File: config.mk
export PLATFORM = sky130hd
export DESIGN_NAME = system_tick_down_counter
export DESIGN_NICKNAME = d
export VERILOG_FILES = /design/src/sv/stdc_pkg.sv /design/src/sv/stdc_in_stage.sv /design/src/sv/stdc_core.sv /design/src/sv/system_tick_down_counter.sv
export SDC_FILE = /design/constraint.sdc
export NUM_CORES = 1
export LEC_CHECK = 0
export ABC_AREA = 1
export BUFFER_PORTS_ARGS = -buffer_cell sky130_fd_sc_hd__buf_2
export CORE_ASPECT_RATIO = 1.5
export CORE_MARGIN = 4
export CORE_UTILIZATION = 40
export DETAILED_ROUTE_END_ITERATION = 10
export PLACE_DENSITY = 0.63
export SKIP_LAST_GASP = 1
export SLEW_MARGIN = 15
export SYNTH_ARGS = -nofsm -noshare
export SYNTH_HDL_FRONTEND = slang
export SYNTH_HIERARCHICAL = 1
export SYNTH_SLANG_ARGS = --single-unit
export TNS_END_PERCENT = 20
File: constraint.sdc
create_clock -name clock -period 2.6 [get_ports clock]
set_clock_uncertainty 0.05 [all_clocks]
set_input_delay 0.39 -clock clock [delete_from_list [all_inputs] [get_ports clock]]
set_output_delay 0.39 -clock clock [all_outputs]
set_load 0.03 [all_outputs]
File: src/sv/stdc_pkg.sv
// Package with the shared types and constants of the system tick down counter.
package stdc_pkg;

   localparam int DATA_WIDTH = 24;
   localparam int FLAG_BIT = 16;
   localparam int ENABLE_BIT = 0;
   localparam int IRQ_ENABLE_BIT = 1;
   localparam int FAST_CLOCK_BIT = 2;

   typedef enum logic [1:0] {
      CMD_TICK  = 2'd0,
      CMD_READ  = 2'd1,
      CMD_WRITE = 2'd2
   } command_type;

   typedef enum logic [1:0] {
      SEL_CONTROL = 2'd0,
      SEL_RELOAD  = 2'd1,
      SEL_CURRENT = 2'd2
   } reg_select_type;

   typedef struct packed {
      logic [1:0]            command;
      logic [1:0]            reg_select;
      logic [DATA_WIDTH-1:0] write_data;
   } request_type;

   typedef struct packed {
      logic [DATA_WIDTH-1:0] read_data;
      logic                  irq_pulse;
      logic                  running;
   } response_type;

endpackage

File: src/sv/stdc_in_stage.sv
// Input register stage that holds one request transaction for the counter core.
module stdc_in_stage
   import stdc_pkg::*;
(
   input  logic        clock,
   input  logic        reset,
   input  logic        in_valid,
   output logic        in_ready,
   input  request_type in_data,
   output logic        out_valid,
   input  logic        out_ready,
   output request_type out_data
);

   logic        valid_ff;
   logic        valid_in;
   request_type data_ff;

   // The stage refills in the same cycle that the core drains it.
   assign in_ready = !valid_ff || out_ready;
   assign valid_in = in_valid || (valid_ff && !out_ready);

   always_ff @(posedge clock) begin
      if (reset) begin
         valid_ff <= 1'b0;
      end else if (in_ready) begin
         valid_ff <= valid_in;
      end
   end

   always_ff @(posedge clock) begin
      if (in_valid && in_ready) begin
         data_ff <= in_data;
      end
   end

   assign out_valid = valid_ff;
   assign out_data  = data_ff;

endmodule

File: src/sv/stdc_core.sv
// Counter core: timer state, register access and the registered response.
module stdc_core
   import stdc_pkg::*;
#(
   parameter int COUNTER_WIDTH = 24,
   parameter int SLOW_DIVIDE = 8
)
(
   input  logic         clock,
   input  logic         reset,
   input  logic         single_shot,
   input  logic         in_valid,
   output logic         in_ready,
   input  request_type  in_data,
   output logic         rsp_valid,
   input  logic         rsp_ready,
   output response_type rsp_data
);

   localparam int PRESCALE_WIDTH = $clog2(SLOW_DIVIDE);
   localparam int WIDE_WIDTH = COUNTER_WIDTH + DATA_WIDTH;
   localparam logic [PRESCALE_WIDTH-1:0] PRESCALE_LAST = PRESCALE_WIDTH'(SLOW_DIVIDE - 1);

   logic                      enable_ff, enable_in;
   logic                      irq_enable_ff, irq_enable_in;
   logic                      fast_clock_ff, fast_clock_in;
   logic                      count_flag_ff, count_flag_in;
   logic [COUNTER_WIDTH-1:0]  reload_ff, reload_in;
   logic [COUNTER_WIDTH-1:0]  count_ff, count_in;
   logic [PRESCALE_WIDTH-1:0] prescale_ff, prescale_in;
   logic                      rsp_valid_ff, rsp_valid_in;
   response_type              rsp_ff, rsp_in;

   logic                      fire;
   logic                      count_step;
   logic [COUNTER_WIDTH-1:0]  count_dec;
   logic [WIDE_WIDTH-1:0]     data_wide;
   logic [WIDE_WIDTH-1:0]     reload_wide;
   logic [WIDE_WIDTH-1:0]     count_wide;
   logic [DATA_WIDTH-1:0]     read_data;
   logic                      pulse;

   assign in_ready = !rsp_valid_ff || rsp_ready;
   assign fire     = in_valid && in_ready;

   // Zero-extend through a wide word so any counter width lines up with the data bus.
   assign data_wide   = {{COUNTER_WIDTH{1'b0}}, in_data.write_data};
   assign reload_wide = {{DATA_WIDTH{1'b0}}, reload_ff};
   assign count_wide  = {{DATA_WIDTH{1'b0}}, count_ff};
   assign count_dec   = count_ff - COUNTER_WIDTH'(1);
   assign count_step  = fast_clock_ff || (prescale_ff == PRESCALE_LAST);

   always_comb begin
      enable_in     = enable_ff;
      irq_enable_in = irq_enable_ff;
      fast_clock_in = fast_clock_ff;
      count_flag_in = count_flag_ff;
      reload_in     = reload_ff;
      count_in      = count_ff;
      prescale_in   = prescale_ff;
      read_data     = '0;
      pulse         = 1'b0;
      if (fire) begin
         unique case (in_data.command)
            CMD_TICK: begin
               if (enable_ff) begin
                  if (!fast_clock_ff) begin
                     prescale_in = (prescale_ff == PRESCALE_LAST) ? '0
                                 : prescale_ff + PRESCALE_WIDTH'(1);
                  end
                  if (count_step) begin
                     if (count_ff == '0) begin
                        count_in = reload_ff;
                     end else begin
                        count_in = count_dec;
                        if (count_dec == '0) begin
                           count_flag_in = 1'b1;
                           pulse         = irq_enable_ff;
                           if (single_shot) begin
                              enable_in     = 1'b0;
                              irq_enable_in = 1'b0;
                              reload_in     = '0;
                           end
                        end
                     end
                  end
               end
            end
            CMD_READ: begin
               unique case (in_data.reg_select)
                  SEL_CONTROL: begin
                     read_data[ENABLE_BIT]     = enable_ff;
                     read_data[IRQ_ENABLE_BIT] = irq_enable_ff;
                     read_data[FAST_CLOCK_BIT] = fast_clock_ff;
                     read_data[FLAG_BIT]       = count_flag_ff;
                     count_flag_in             = 1'b0;
                  end
                  SEL_RELOAD:  read_data = reload_wide[DATA_WIDTH-1:0];
                  SEL_CURRENT: read_data = count_wide[DATA_WIDTH-1:0];
                  default: ;
               endcase
            end
            CMD_WRITE: begin
               unique case (in_data.reg_select)
                  SEL_CONTROL: begin
                     enable_in     = in_data.write_data[ENABLE_BIT];
                     irq_enable_in = in_data.write_data[IRQ_ENABLE_BIT];
                     fast_clock_in = in_data.write_data[FAST_CLOCK_BIT];
                  end
                  SEL_RELOAD: reload_in = data_wide[COUNTER_WIDTH-1:0];
                  SEL_CURRENT: begin
                     count_in      = '0;
                     count_flag_in = 1'b0;
                  end
                  default: ;
               endcase
            end
            default: ;
         endcase
      end
   end

   assign rsp_valid_in      = fire || (rsp_valid_ff && !rsp_ready);
   assign rsp_in.read_data  = read_data;
   assign rsp_in.irq_pulse  = pulse;
   assign rsp_in.running    = enable_in;

   always_ff @(posedge clock) begin
      if (reset) begin
         enable_ff     <= 1'b0;
         irq_enable_ff <= 1'b0;
         fast_clock_ff <= 1'b0;
         count_flag_ff <= 1'b0;
         reload_ff     <= '0;
         count_ff      <= '0;
         prescale_ff   <= '0;
         rsp_valid_ff  <= 1'b0;
      end else begin
         enable_ff     <= enable_in;
         irq_enable_ff <= irq_enable_in;
         fast_clock_ff <= fast_clock_in;
         count_flag_ff <= count_flag_in;
         reload_ff     <= reload_in;
         count_ff      <= count_in;
         prescale_ff   <= prescale_in;
         rsp_valid_ff  <= rsp_valid_in;
      end
   end

   always_ff @(posedge clock) begin
      if (fire) begin
         rsp_ff <= rsp_in;
      end
   end

   assign rsp_valid = rsp_valid_ff;
   assign rsp_data  = rsp_ff;

   // An interrupt pulse always comes with the flag set in the same update.
   assert property (@(posedge clock) disable iff (reset)
      ($past(fire) && rsp_valid_ff && rsp_ff.irq_pulse) |-> count_flag_ff)
      else $error("irq pulse without count flag");

   // Only ticks raise a pulse, and ticks return no read data.
   assert property (@(posedge clock) disable iff (reset)
      (rsp_valid_ff && rsp_ff.irq_pulse) |-> (rsp_ff.read_data == '0))
      else $error("irq pulse with read data");

   // A single-shot expiry leaves the timer stopped and cleared.
   assert property (@(posedge clock) disable iff (reset)
      ($past(fire) && rsp_valid_ff && rsp_ff.irq_pulse && $past(single_shot))
      |-> (!enable_ff && !irq_enable_ff && reload_ff == '0 && count_ff == '0))
      else $error("single-shot expiry did not stop the timer");

   // The prescaler never passes the last slot of the divider.
   assert property (@(posedge clock) disable iff (reset)
      prescale_ff <= PRESCALE_LAST)
      else $error("prescaler out of range");

endmodule

File: src/sv/system_tick_down_counter.sv
// Top level of the system tick down counter: control register, input stage and core.
//
//   channel  direction  ports                                   transaction
//   req      in         command, reg_select, write_data         tick, read or write
//   rsp      out        read_data, irq_pulse, running           one per request
//   csr      in         single_shot                             mode write
//
// One request per cycle is accepted while the response is not stalled; each response passes
// through the input register and then the result register.
// The timer update is a single decrement and compare on the counter.
// Reset is synchronous and clears every control bit, the counter, reload and prescaler.
// A stalled response holds the result register and stops the core; req_ready drops once
// the input register is full while the core is stalled.
module system_tick_down_counter
   import stdc_pkg::*;
#(
   parameter int COUNTER_WIDTH = 24,
   parameter int SLOW_DIVIDE = 8
)
(
   input  logic                  clock,
   input  logic                  reset,
   input  logic                  req_valid,
   output logic                  req_ready,
   input  logic [1:0]            req_command,
   input  logic [1:0]            req_reg_select,
   input  logic [DATA_WIDTH-1:0] req_write_data,
   output logic                  rsp_valid,
   input  logic                  rsp_ready,
   output logic [DATA_WIDTH-1:0] rsp_read_data,
   output logic                  rsp_irq_pulse,
   output logic                  rsp_running,
   input  logic                  csr_valid,
   output logic                  csr_ready,
   input  logic                  csr_single_shot
);

   logic         single_shot_ff;
   request_type  req_data;
   request_type  stage_data;
   logic         stage_valid;
   logic         stage_ready;
   response_type rsp_data;

   assign csr_ready = 1'b1;

   always_ff @(posedge clock) begin
      if (reset) begin
         single_shot_ff <= 1'b0;
      end else if (csr_valid && csr_ready) begin
         single_shot_ff <= csr_single_shot;
      end
   end

   assign req_data.command    = req_command;
   assign req_data.reg_select = req_reg_select;
   assign req_data.write_data = req_write_data;

   stdc_in_stage u_in_stage (
      .clock     (clock),
      .reset     (reset),
      .in_valid  (req_valid),
      .in_ready  (req_ready),
      .in_data   (req_data),
      .out_valid (stage_valid),
      .out_ready (stage_ready),
      .out_data  (stage_data)
   );

   stdc_core #(
      .COUNTER_WIDTH (COUNTER_WIDTH),
      .SLOW_DIVIDE   (SLOW_DIVIDE)
   ) u_core (
      .clock       (clock),
      .reset       (reset),
      .single_shot (single_shot_ff),
      .in_valid    (stage_valid),
      .in_ready    (stage_ready),
      .in_data     (stage_data),
      .rsp_valid   (rsp_valid),
      .rsp_ready   (rsp_ready),
      .rsp_data    (rsp_data)
   );

   assign rsp_read_data = rsp_data.read_data;
   assign rsp_irq_pulse = rsp_data.irq_pulse;
   assign rsp_running   = rsp_data.running;

endmodule
After elaboration in Yosys (flattened, before gate mapping)
Index checks and enable logic that the tools add are counted.
{"block": "op_classes", "n_addsub": 2, "n_eq_ne": 14, "muxes": 39, "bitwise_logic": 5, "n_reduce_logical": 26}
{"op": "24-bit two-way mux", "count": 10}
{"op": "24-bit case mux with 2 select lines", "count": 2}
{"op": "24-bit zero test", "count": 2}
{"op": "13-bit case mux with 2 select lines", "count": 1}
{"op": "8-bit AND reduction", "count": 3}
{"op": "24-bit by 1-bit subtractor with 24-bit output, second input constant", "count": 1}
{"op": "1-bit two-way mux", "count": 19}
{"op": "7-bit case mux with 2 select lines", "count": 1}
{"op": "2-bit by 1-bit inequality test with 1-bit output, second input constant", "count": 5}
{"op": "3-bit case mux with 3 select lines", "count": 1}
{"op": "2-bit inequality test, second input constant", "count": 4}
{"op": "1-bit case mux with 3 select lines", "count": 2}
{"op": "1-bit logical OR", "count": 5}
{"op": "1-bit inverter", "count": 5}
{"op": "5-bit AND reduction", "count": 1}
{"op": "5-bit OR reduction", "count": 1}
{"op": "2-bit by 1-bit == test with 1-bit output, second input constant", "count": 2}
{"op": "2-bit == test, second input constant", "count": 2}
{"op": "1-bit logical AND", "count": 4}
{"op": "1-bit zero test", "count": 4}
{"op": "2-bit zero test", "count": 2}
{"op": "1-bit case mux with 2 select lines", "count": 2}
{"op": "4-bit AND reduction", "count": 1}
{"op": "3-bit by 1-bit adder with 3-bit output, second input constant", "count": 1}
{"op": "other kinds (5)", "count": 5}
{"block": "word_totals", "reg_bits": 112, "out_inout_bits": 29}

Depth between registers and ports, before layout
Gate-level depths: netlist of run 1.
{"block": "depth", "depth_word": 8, "ltp_mapped": 18, "mapped_depth_nobuf": 18}

Modules after synthesis
The synthesis of run 1 kept the hierarchy.
{"mod": "stdc_core", "instances": 1, "cells_per_inst": 719, "area_per_inst_um2": 4808.4, "seq_area_each_um2": 1901.8}
{"mod": "stdc_in_stage", "instances": 1, "cells_per_inst": 34, "area_per_inst_um2": 888.4, "seq_area_each_um2": 860.8}
{"mod": "system_tick_down_counter", "instances": 1, "cells_per_inst": 9, "area_per_inst_um2": 56.3, "seq_area_each_um2": 20.0}

Least setup slack after synthesis of run 1
Ideal clock, no wire load.
{"block": "synth_path", "path_kind": "reg2reg", "startpoint": "register u_core.rsp_valid_ff, in the netlist u_core/rsp_valid", "endpoint": "register u_in_stage.data_ff (netlist bit u_in_stage/out_data[0]), enable pin", "setup_ns": 0.422, "arrival_ns": 1.983, "required_ns": 2.128, "setup_slack_ns": 0.145, "stages_incl_launch_ff": 4, "n_path_buf": 0, "period_less_slack_ns": 2.455, "path_cell_list": "dfxtp_1 > nand2_1 > inv_2 > a21oi_1"}
{"block": "synth_between", "elab_chain_len": 4}
{"element": "from (decl)", "line_no": "stdc_core.sv:31", "source": "logic rsp_valid_ff, rsp_valid_in;"}
{"element": "from (signal assigned)", "line_no": "stdc_core.sv:146", "source": "rsp_valid_ff <= rsp_valid_in;"}
{"element": "1-bit zero test", "line_no": "stdc_core.sv:43", "source": "assign in_ready = !rsp_valid_ff || rsp_ready;"}
{"element": "1-bit logical OR", "line_no": "stdc_core.sv:43"}
{"element": "via stage_ready", "line_no": "system_tick_down_counter.sv:42", "source": "logic stage_ready;"}
{"element": "1-bit logical OR", "line_no": "stdc_in_stage.sv:20", "source": "assign in_ready = !valid_ff || out_ready;"}
{"element": "1-bit logical AND", "line_no": "stdc_in_stage.sv:32", "source": "if (in_valid && in_ready) begin"}
{"element": "to (signal assigned)", "line_no": "stdc_in_stage.sv:33", "source": "data_ff <= in_data;"}
{"element": "to (decl)", "line_no": "stdc_in_stage.sv:17", "source": "request_type data_ff;"}
The timed path passes the listed nets, and every way through them passes these cells.
A chain may end at the register's enable or synchronous reset.

Worst setup path in the final report of run 1
{"block": "layout_path", "startpoint": "register u_core.count_ff[3]", "endpoint": "register u_core.reload_ff[10]"}
{"block": "layout_between", "elab_chain_len": 4}
{"element": "from (decl)", "line_no": "stdc_core.sv:29", "source": "logic [COUNTER_WIDTH-1:0] count_ff, count_in;"}
{"element": "from (signal assigned)", "line_no": "stdc_core.sv:144", "source": "count_ff <= count_in;"}
{"element": "24-bit by 1-bit subtractor with 24-bit output", "line_no": "stdc_core.sv:50", "source": "assign count_dec = count_ff - COUNTER_WIDTH'(1);"}
{"element": "24-bit zero test", "line_no": "stdc_core.sv:76", "source": "if (count_dec == '0) begin"}
{"element": "2-bit by 1-bit inequality test with 1-bit output (no line)"}
{"element": "8-bit AND reduction (no line) (*)"}
{"element": "to (signal assigned)", "line_no": "stdc_core.sv:143", "source": "reload_ff <= reload_in;"}
{"element": "to (decl)", "line_no": "stdc_core.sv:28", "source": "logic [COUNTER_WIDTH-1:0] reload_ff, reload_in;"}
Every way passes the cells marked *; elsewhere a longest branch is shown, timed or not.

==> results.yml, run 1 <==
logic_synthesis:
  yosys.cell_types.count: 33
  synth_top_family_by_area: "simple AND/OR/NAND/NOR gates"
  ys_seq_elements: 112
  synth-xor-area-share_pct: 0.913
  ys_seq_area_share_pct: 48.4
  synth.area.mux_share_pct: 0
  synth_fa_ha_area_share_pct: 2.83
  synth_area_mm2: 0.00575
  synth_compound_area_share_pct: 11.3
  synthCells: 762
  synth_fp_nets: 809
  synth.avg_cell_area_um2: 7.55
  yosys.area_share.simple_pct: 29.1
  yosysWarnings: 6
clocking:
  cts_buffers: 9
  clock_latency_ns: 0.35
  cts_root_buffer: "clkbuf_16"
  holdBufCountCts: 0
  cts_tree: "built"
  clock_path_buffers: 2
  cts_sinks: 112
  htree_levels: 3
  path_clk_slew_ns: 0.08
floorplan:
  start_util_pct: 40.9
  placementRows: 53
  die_area_mm2: 0.0164
  fp.dieH_um: 155
  die_w_um: 106
  coreArea_mm2: 0.0141
  pin_count: 63
grt:
  grt_pass1_vias: 4833
  grt_pass1_wl_mm: 24.2
  grt-ovfl-total: 0
  grt_max_degree: 30
  track_usage_pct: 18.7
  antenna_found_initial: 0
routing:
  drt_iter0_drc: 291
  wl_per_cell_um: 14.8
  finalWirelength_mm: 15.2
  antenna_left: 0
  drc_errors: 0
  vias: 5180
  drt-vias-per-instance: 5.04
  dr.pass1.iters: 5
power:
  peakVddDrop_v: 0.000489
  seqPwrFrac_pct: 35.6
  leakage_nw: 2.85
  p_clk_share_pct: 24.3
  pwr_density_cell_mw_per_mm2: 851
  combPwrFrac_pct: 40.1
  swShare_pct: 40.5
  p_int_w: 0.00341
  p_switching_w: 0.00232
  finalPower_w: 0.00574
timing:
  rsz0062_at_grt: "true"
  finalSetupViolCount: 0
  fin_crit_sh_pct: 92.2
  final_hold_viol_count: 0
  min_period_ns: 2.40
  slew_violations: 0
  max_slew_margin_pct: 55.9
  fmax_ghz: 0.417
  tightest_slew_ns: 0.659
placement:
  place_congestion: 0.936
  port_buffers: 61
  dp.final_hpwl_mm: 11.2
critical_path:
  criticalPathCategory: "reg2reg"
  arrival_ns: 2.59
  cp_cell_sequence: "nor2_1, nand2_1, nor2_4, nand2_1, xor2_1, nor2_1, nand2_1, nor2_1, nand3_2, nand2_4, buf_12, nand3_1, nand2_1, nor2_1"
  max_stage_delay_ns: 0.38
  required_ns: 2.79
  end_kind: "flip-flop"
  path_max_fanout: 15
  worst_setup_path_start_kind: "flip-flop"
  cp_slowest_cell: "dfxtp_1"
cells_and_area:
  area_growth_pct: 17.2
  fin_nets: 878
  final_common_cell: "nand2_1"
  n_antenna_cell: 0
  layout_common_cells: "223 x nand2_1, 111 x nor2_1, 75 x a21oi_1"
  n_fill_cell: 1454
  drive_gt1_share_pct: 16.0
  utilization_pct: 48.0
status:
  status: "complete, no violations"
hold_path:
  hp-class: "in2reg"
run:
  cap_violations: 0
## layout make-up
class	count	area [µm²]	share of cell area [%]
Inverter	73	278	4.12
Multi-Input combinational cell	546	2590	38.4
Clock inverter	6	58.8	0.872
Clock buffer	10	229	3.40
Timing Repair Buffer	89	566	8.39
Tap cell	192	240	3.56
Sequential cell	112	2780	41.3
## critical path: cells and delay by family, from the launching register on
kind	cells	cell delay (ns)
xor gates and xnor gates	1	0.18
and+or+nand+nor	12	1.51
buffers and inverters	1	0.15
DFF	1	0.38
## power groups by stage
stage / clock (W) / combinational (W) / sequential (W)
after global routing: 0.00150 / 0.00258 / 0.00205
after detailed placement: 0 / 0.00223 / 0.00208
after floorplan: 0 / 0.00158 / 0.00208
final: 0.00140 / 0.00230 / 0.00204
after CTS: 0.00142 / 0.00224 / 0.00204
after global placement: 0 / 0.00222 / 0.00208
## logic make-up (layout without fill, tap and decap cells)
group / Yosys count / count (layout)
simple gates: 405 / 406
xor+xnor: 6 / 6
flops: 112 / 112
compound gates: 120 / 120
other cells: 1 / 1
buf+inv: 105 / 178
fa+ha+maj: 13 / 13
## flip-flops by register name, summed over array words and instances (netlist names), 3 cells and up
register             flops
u_core/reload_ff        24
u_in_stage/out_data     28
u_core/prescale_ff       3
u_core/rsp_data         26
u_core/count_ff         24
## metrics by stage
stage	hold slack (ns)	worst slack [ns]	std cells	cell area [µm²]	setup TNS [ns]
floorplan	0.399	0.145	762	5750	0
global placement	0.417	0.183	1008	6400	0
detailed placement	0.420	0.116	1008	6400	0
CTS	0.150	0.0916	1024	6680	0
global route	0.151	-0.0148	1028	6740	-0.0228
finish	0.160	0.204	1028	6740	0
## synthesized netlist by cell type
| library cell | instances | share of area, % |
|---|---|---|
| clkinv_1 | 1 | 0.065 |
| o211ai_1 | 9 | 1.2 |
| inv_1 | 65 | 4.2 |
| xnor2_1 | 2 | 0.30 |
| nand4_1 | 7 | 0.76 |
| nand2_4 | 2 | 0.39 |
| nor2_1 | 111 | 7.2 |
| dfxtp_1 | 58 | 20 |
| nand2_1 | 225 | 15 |
| o21ai_0 | 20 | 1.7 |
| ha_1 | 13 | 2.8 |
| nor2_2 | 6 | 0.65 |
| nand3b_1 | 3 | 0.39 |
| buf_4 | 1 | 0.13 |
| xor2_1 | 4 | 0.61 |
| inv_2 | 7 | 0.46 |
| nor3_1 | 3 | 0.26 |
| clkbuf_1 | 23 | 1.5 |
| buf_2 | 2 | 0.17 |
| a21oi_1 | 76 | 6.6 |
| o221ai_1 | 3 | 0.46 |
| a211oi_1 | 2 | 0.26 |
| nor2_4 | 4 | 0.78 |
| edfxtp_1 | 54 | 28 |
| nand3_1 | 40 | 3.5 |
| buf_6 | 4 | 0.78 |
| conb_1 | 1 | 0.065 |
| a21oi_2 | 1 | 0.15 |
| buf_1 | 2 | 0.13 |
| nor4_1 | 1 | 0.11 |
| nand2_2 | 3 | 0.33 |
| o21ai_1 | 8 | 0.70 |
| o211a_1 | 1 | 0.17 |
## what timing repair did
item                                    CTS  global route
resized for setup                         0             8
endpoints found under the setup margin    0            24
buffers inserted                          0             3
## worst paths after layout
kind                                       startpoint                       to  slack [ns]  cells after the start
worst max register to register     u_core/count_ff[3]     u_core/reload_ff[10]        0.20                     14
worst min-delay path               req_write_data[11]  u_in_stage/out_data[11]        0.16                      1
worst min register to register  u_core/prescale_ff[1]    u_core/prescale_ff[1]        0.43                      2
worst max-delay path               u_core/count_ff[3]     u_core/reload_ff[10]        0.20                     14
## layer usage
layer  vias to the layer above  part of all wire [%]  track usage (%)
li1                       2602                     -                -
met1                      2374                    39             21.6
met2                       161                    52             33.6
met3                        43                   4.6             2.57
met4                         0                   4.4             9.44
met5                         -                     0                0
Power figures use the tool's default switching activity.
==> run 2, diff against run 1 <==
BUFFER_PORTS_ARGS = unset   (was -buffer_cell sky130_fd_sc_hd__buf_2)
DONT_BUFFER_PORTS = 1   (was unset)
PLACE_DENSITY = 0.59   (was 0.63)
RECOVER_POWER = 50   (was unset)
==> results.yml, run 2 (synthesis results as in run 1) <==
critical_path:
  worst_setup_path_start_kind: "flip-flop"
  max_stage_delay_ns: 0.39
  cp_cell_sequence: "nor2_1, nand2_1, nor2_4, nand2_1, xor2_1, nor2_1, nand2_1, nor2_1, nand3_1, nand2_4, buf_12, nand2_1, nand2_1, nand2_1, nor2_1"
  cp_slowest_cell: "dfxtp_1"
  required_ns: 2.83
  end_kind: "flip-flop"
  path_max_fanout: 18
  arrival_ns: 2.62
  crit_top_cell: "nand2_1"
  criticalPathCategory: "reg2reg"
cells_and_area:
  n_antenna_cell: 0
  largest_reg_flops: 28
  layout_common_cells: "224 x nand2_1, 108 x nor2_1, 76 x a21oi_1"
  drive_gt1_share_pct: 8.95
  utilization_pct: 45.6
  fin_nets: 813
  area_growth_pct: 11.5
  final_common_cell: "nand2_1"
  n_fill_cell: 1457
power:
  peakVddDrop_v: 0.000371
  leakage_nw: 2.59
  pwr_density_cell_mw_per_mm2: 903
  combPwrFrac_pct: 39.4
  p_clk_share_pct: 24.8
  swShare_pct: 41.0
  p_int_w: 0.00342
  finalPower_w: 0.00579
  seqPwrFrac_pct: 35.8
  p_switching_w: 0.00237
grt:
  grt_pass1_wl_mm: 24.4
  grt_pass1_vias: 4692
  grt_max_degree: 40
  grt-busiest-layer: "met2"
  track_usage_pct: 19.1
  grtUsageMet3_pct: 2.95
  grt_util_met2_pct: 35.2
  grt-ovfl-total: 0
  grt.met1_usage_pct: 21.9
  antenna_found_initial: 0
clocking:
  cts_buffers: 9
  holdBufCountCts: 0
  clock_path_buffers: 2
  cts_tree: "built"
  htree_levels: 3
  path_clk_slew_ns: 0.08
  cts_sinks: 112
  cts_root_buffer: "clkbuf_16"
  clock_latency_ns: 0.35
routing:
  wl_per_cell_um: 16.1
  drt-vias-per-instance: 5.07
  drc_errors: 0
  dr.pass1.iters: 5
  vias: 4887
  antenna_left: 0
  drt_iter0_drc: 207
  finalWirelength_mm: 15.5
timing:
  rsz0062_at_grt: "false"
  fmax_ghz: 0.419
  whs_ns: 0.0421
  finalSetupViolCount: 0
  min_period_ns: 2.39
  setup_ws_ns: 0.215
  fin_tns_setup_ns: 0
  final_hold_viol_count: 0
  tightest_slew_ns: 1.09
  slew_violations: 0
  fin_crit_sh_pct: 91.7
  max_slew_margin_pct: 27.3
floorplan:
  die_w_um: 106
  placementRows: 53
  pin_count: 63
  start_util_pct: 40.9
  fp.dieH_um: 155
  coreArea_mm2: 0.0141
  die_area_mm2: 0.0164
placement:
  dp.final_hpwl_mm: 11.4
  dp_slack_ns: 0.170
  place_congestion: 0.909
  port_buffers: 0
run:
  cap_violations: 0
hold_path:
  hp-class: "in2reg"
status:
  status: "complete, no violations"
[run 2: changes by cell type in the layout (fill, tap and decap cells not counted), moves of 2 or more]
| cell | change |
|---|---|
| nor2_1 | -3 |
| dfxtp_2 | +2 |
| dfxtp_1 | -2 |
| clkinvlp_4 | -2 |
| inv_2 | -2 |
| nor2_4 | +2 |
| buf_4 | -5 |
| inv_8 | +2 |
| buf_2 | -61 |
| clkbuf_2 | +2 |
| nand2_2 | -3 |
[run 2: area by class of cell]
| type | count | area, µm² | share of cell area [%] |
|---|---|---|---|
| inverter | 73 | 274 | 4.27 |
| clock buffer | 10 | 229 | 3.57 |
| tap | 192 | 240 | 3.74 |
| timing repair buffer | 25 | 216 | 3.37 |
| clock inverter | 6 | 75.1 | 1.17 |
| multi-input combinational | 545 | 2590 | 40.5 |
| sequential | 112 | 2790 | 43.4 |
[run 2: stage by stage]
| step | cell area [µm²] | std cells |
|---|---|---|
| floorplan | 5750 | 762 |
| global placement | 6050 | 943 |
| detailed placement | 6050 | 943 |
| CTS | 6350 | 959 |
| global route | 6410 | 963 |
| finish | 6410 | 963 |
[run 2: per-layer routing]
| metal | part of all wire (%) | wire length [µm] |
|---|---|---|
| met4 | 2.4 | 375 |
| met3 | 3.4 | 524 |
| met1 | 40 | 6280 |
| met2 | 54 | 8360 |
| met5 | 0 | 0 |
[run 2: final timing paths]
path / from / to / slack, ns / cells after the start
setup / recovery: u_core/count_ff[3] / u_core/count_flag_ff / 0.21 / 15
setup reg to reg: u_core/count_ff[3] / u_core/count_flag_ff / 0.21 / 15
hold / removal: reset / u_in_stage/out_valid / 0.04 / 1
hold reg to reg: u_in_stage/out_valid / u_core/rsp_valid / 0.43 / 2
[run 2: repair_timing]
action	in CTS	in global routing
endpoints found under the setup margin	0	24
resized for setup	0	14
setup buffers	0	4
[run 2: power by group through the flow]
| stage | Combinational, W | Sequential [W] | Clock (W) |
|---|---|---|---|
| floorplan | 0.00158 | 0.00208 | 0 |
| global placement | 0.00221 | 0.00211 | 0 |
| detailed placement | 0.00221 | 0.00211 | 0 |
| CTS | 0.00223 | 0.00207 | 0.00148 |
| global route | 0.00256 | 0.00209 | 0.00155 |
| finish | 0.00228 | 0.00208 | 0.00144 |
[run 2: critical path, delay by kind of cell (launching register included)]
kind,cells,cell delay [ns]
and+or+nand+nor,13,1.54
DFF,1,0.39
xor gates and xnor gates,1,0.17
buffers and inverters,1,0.16
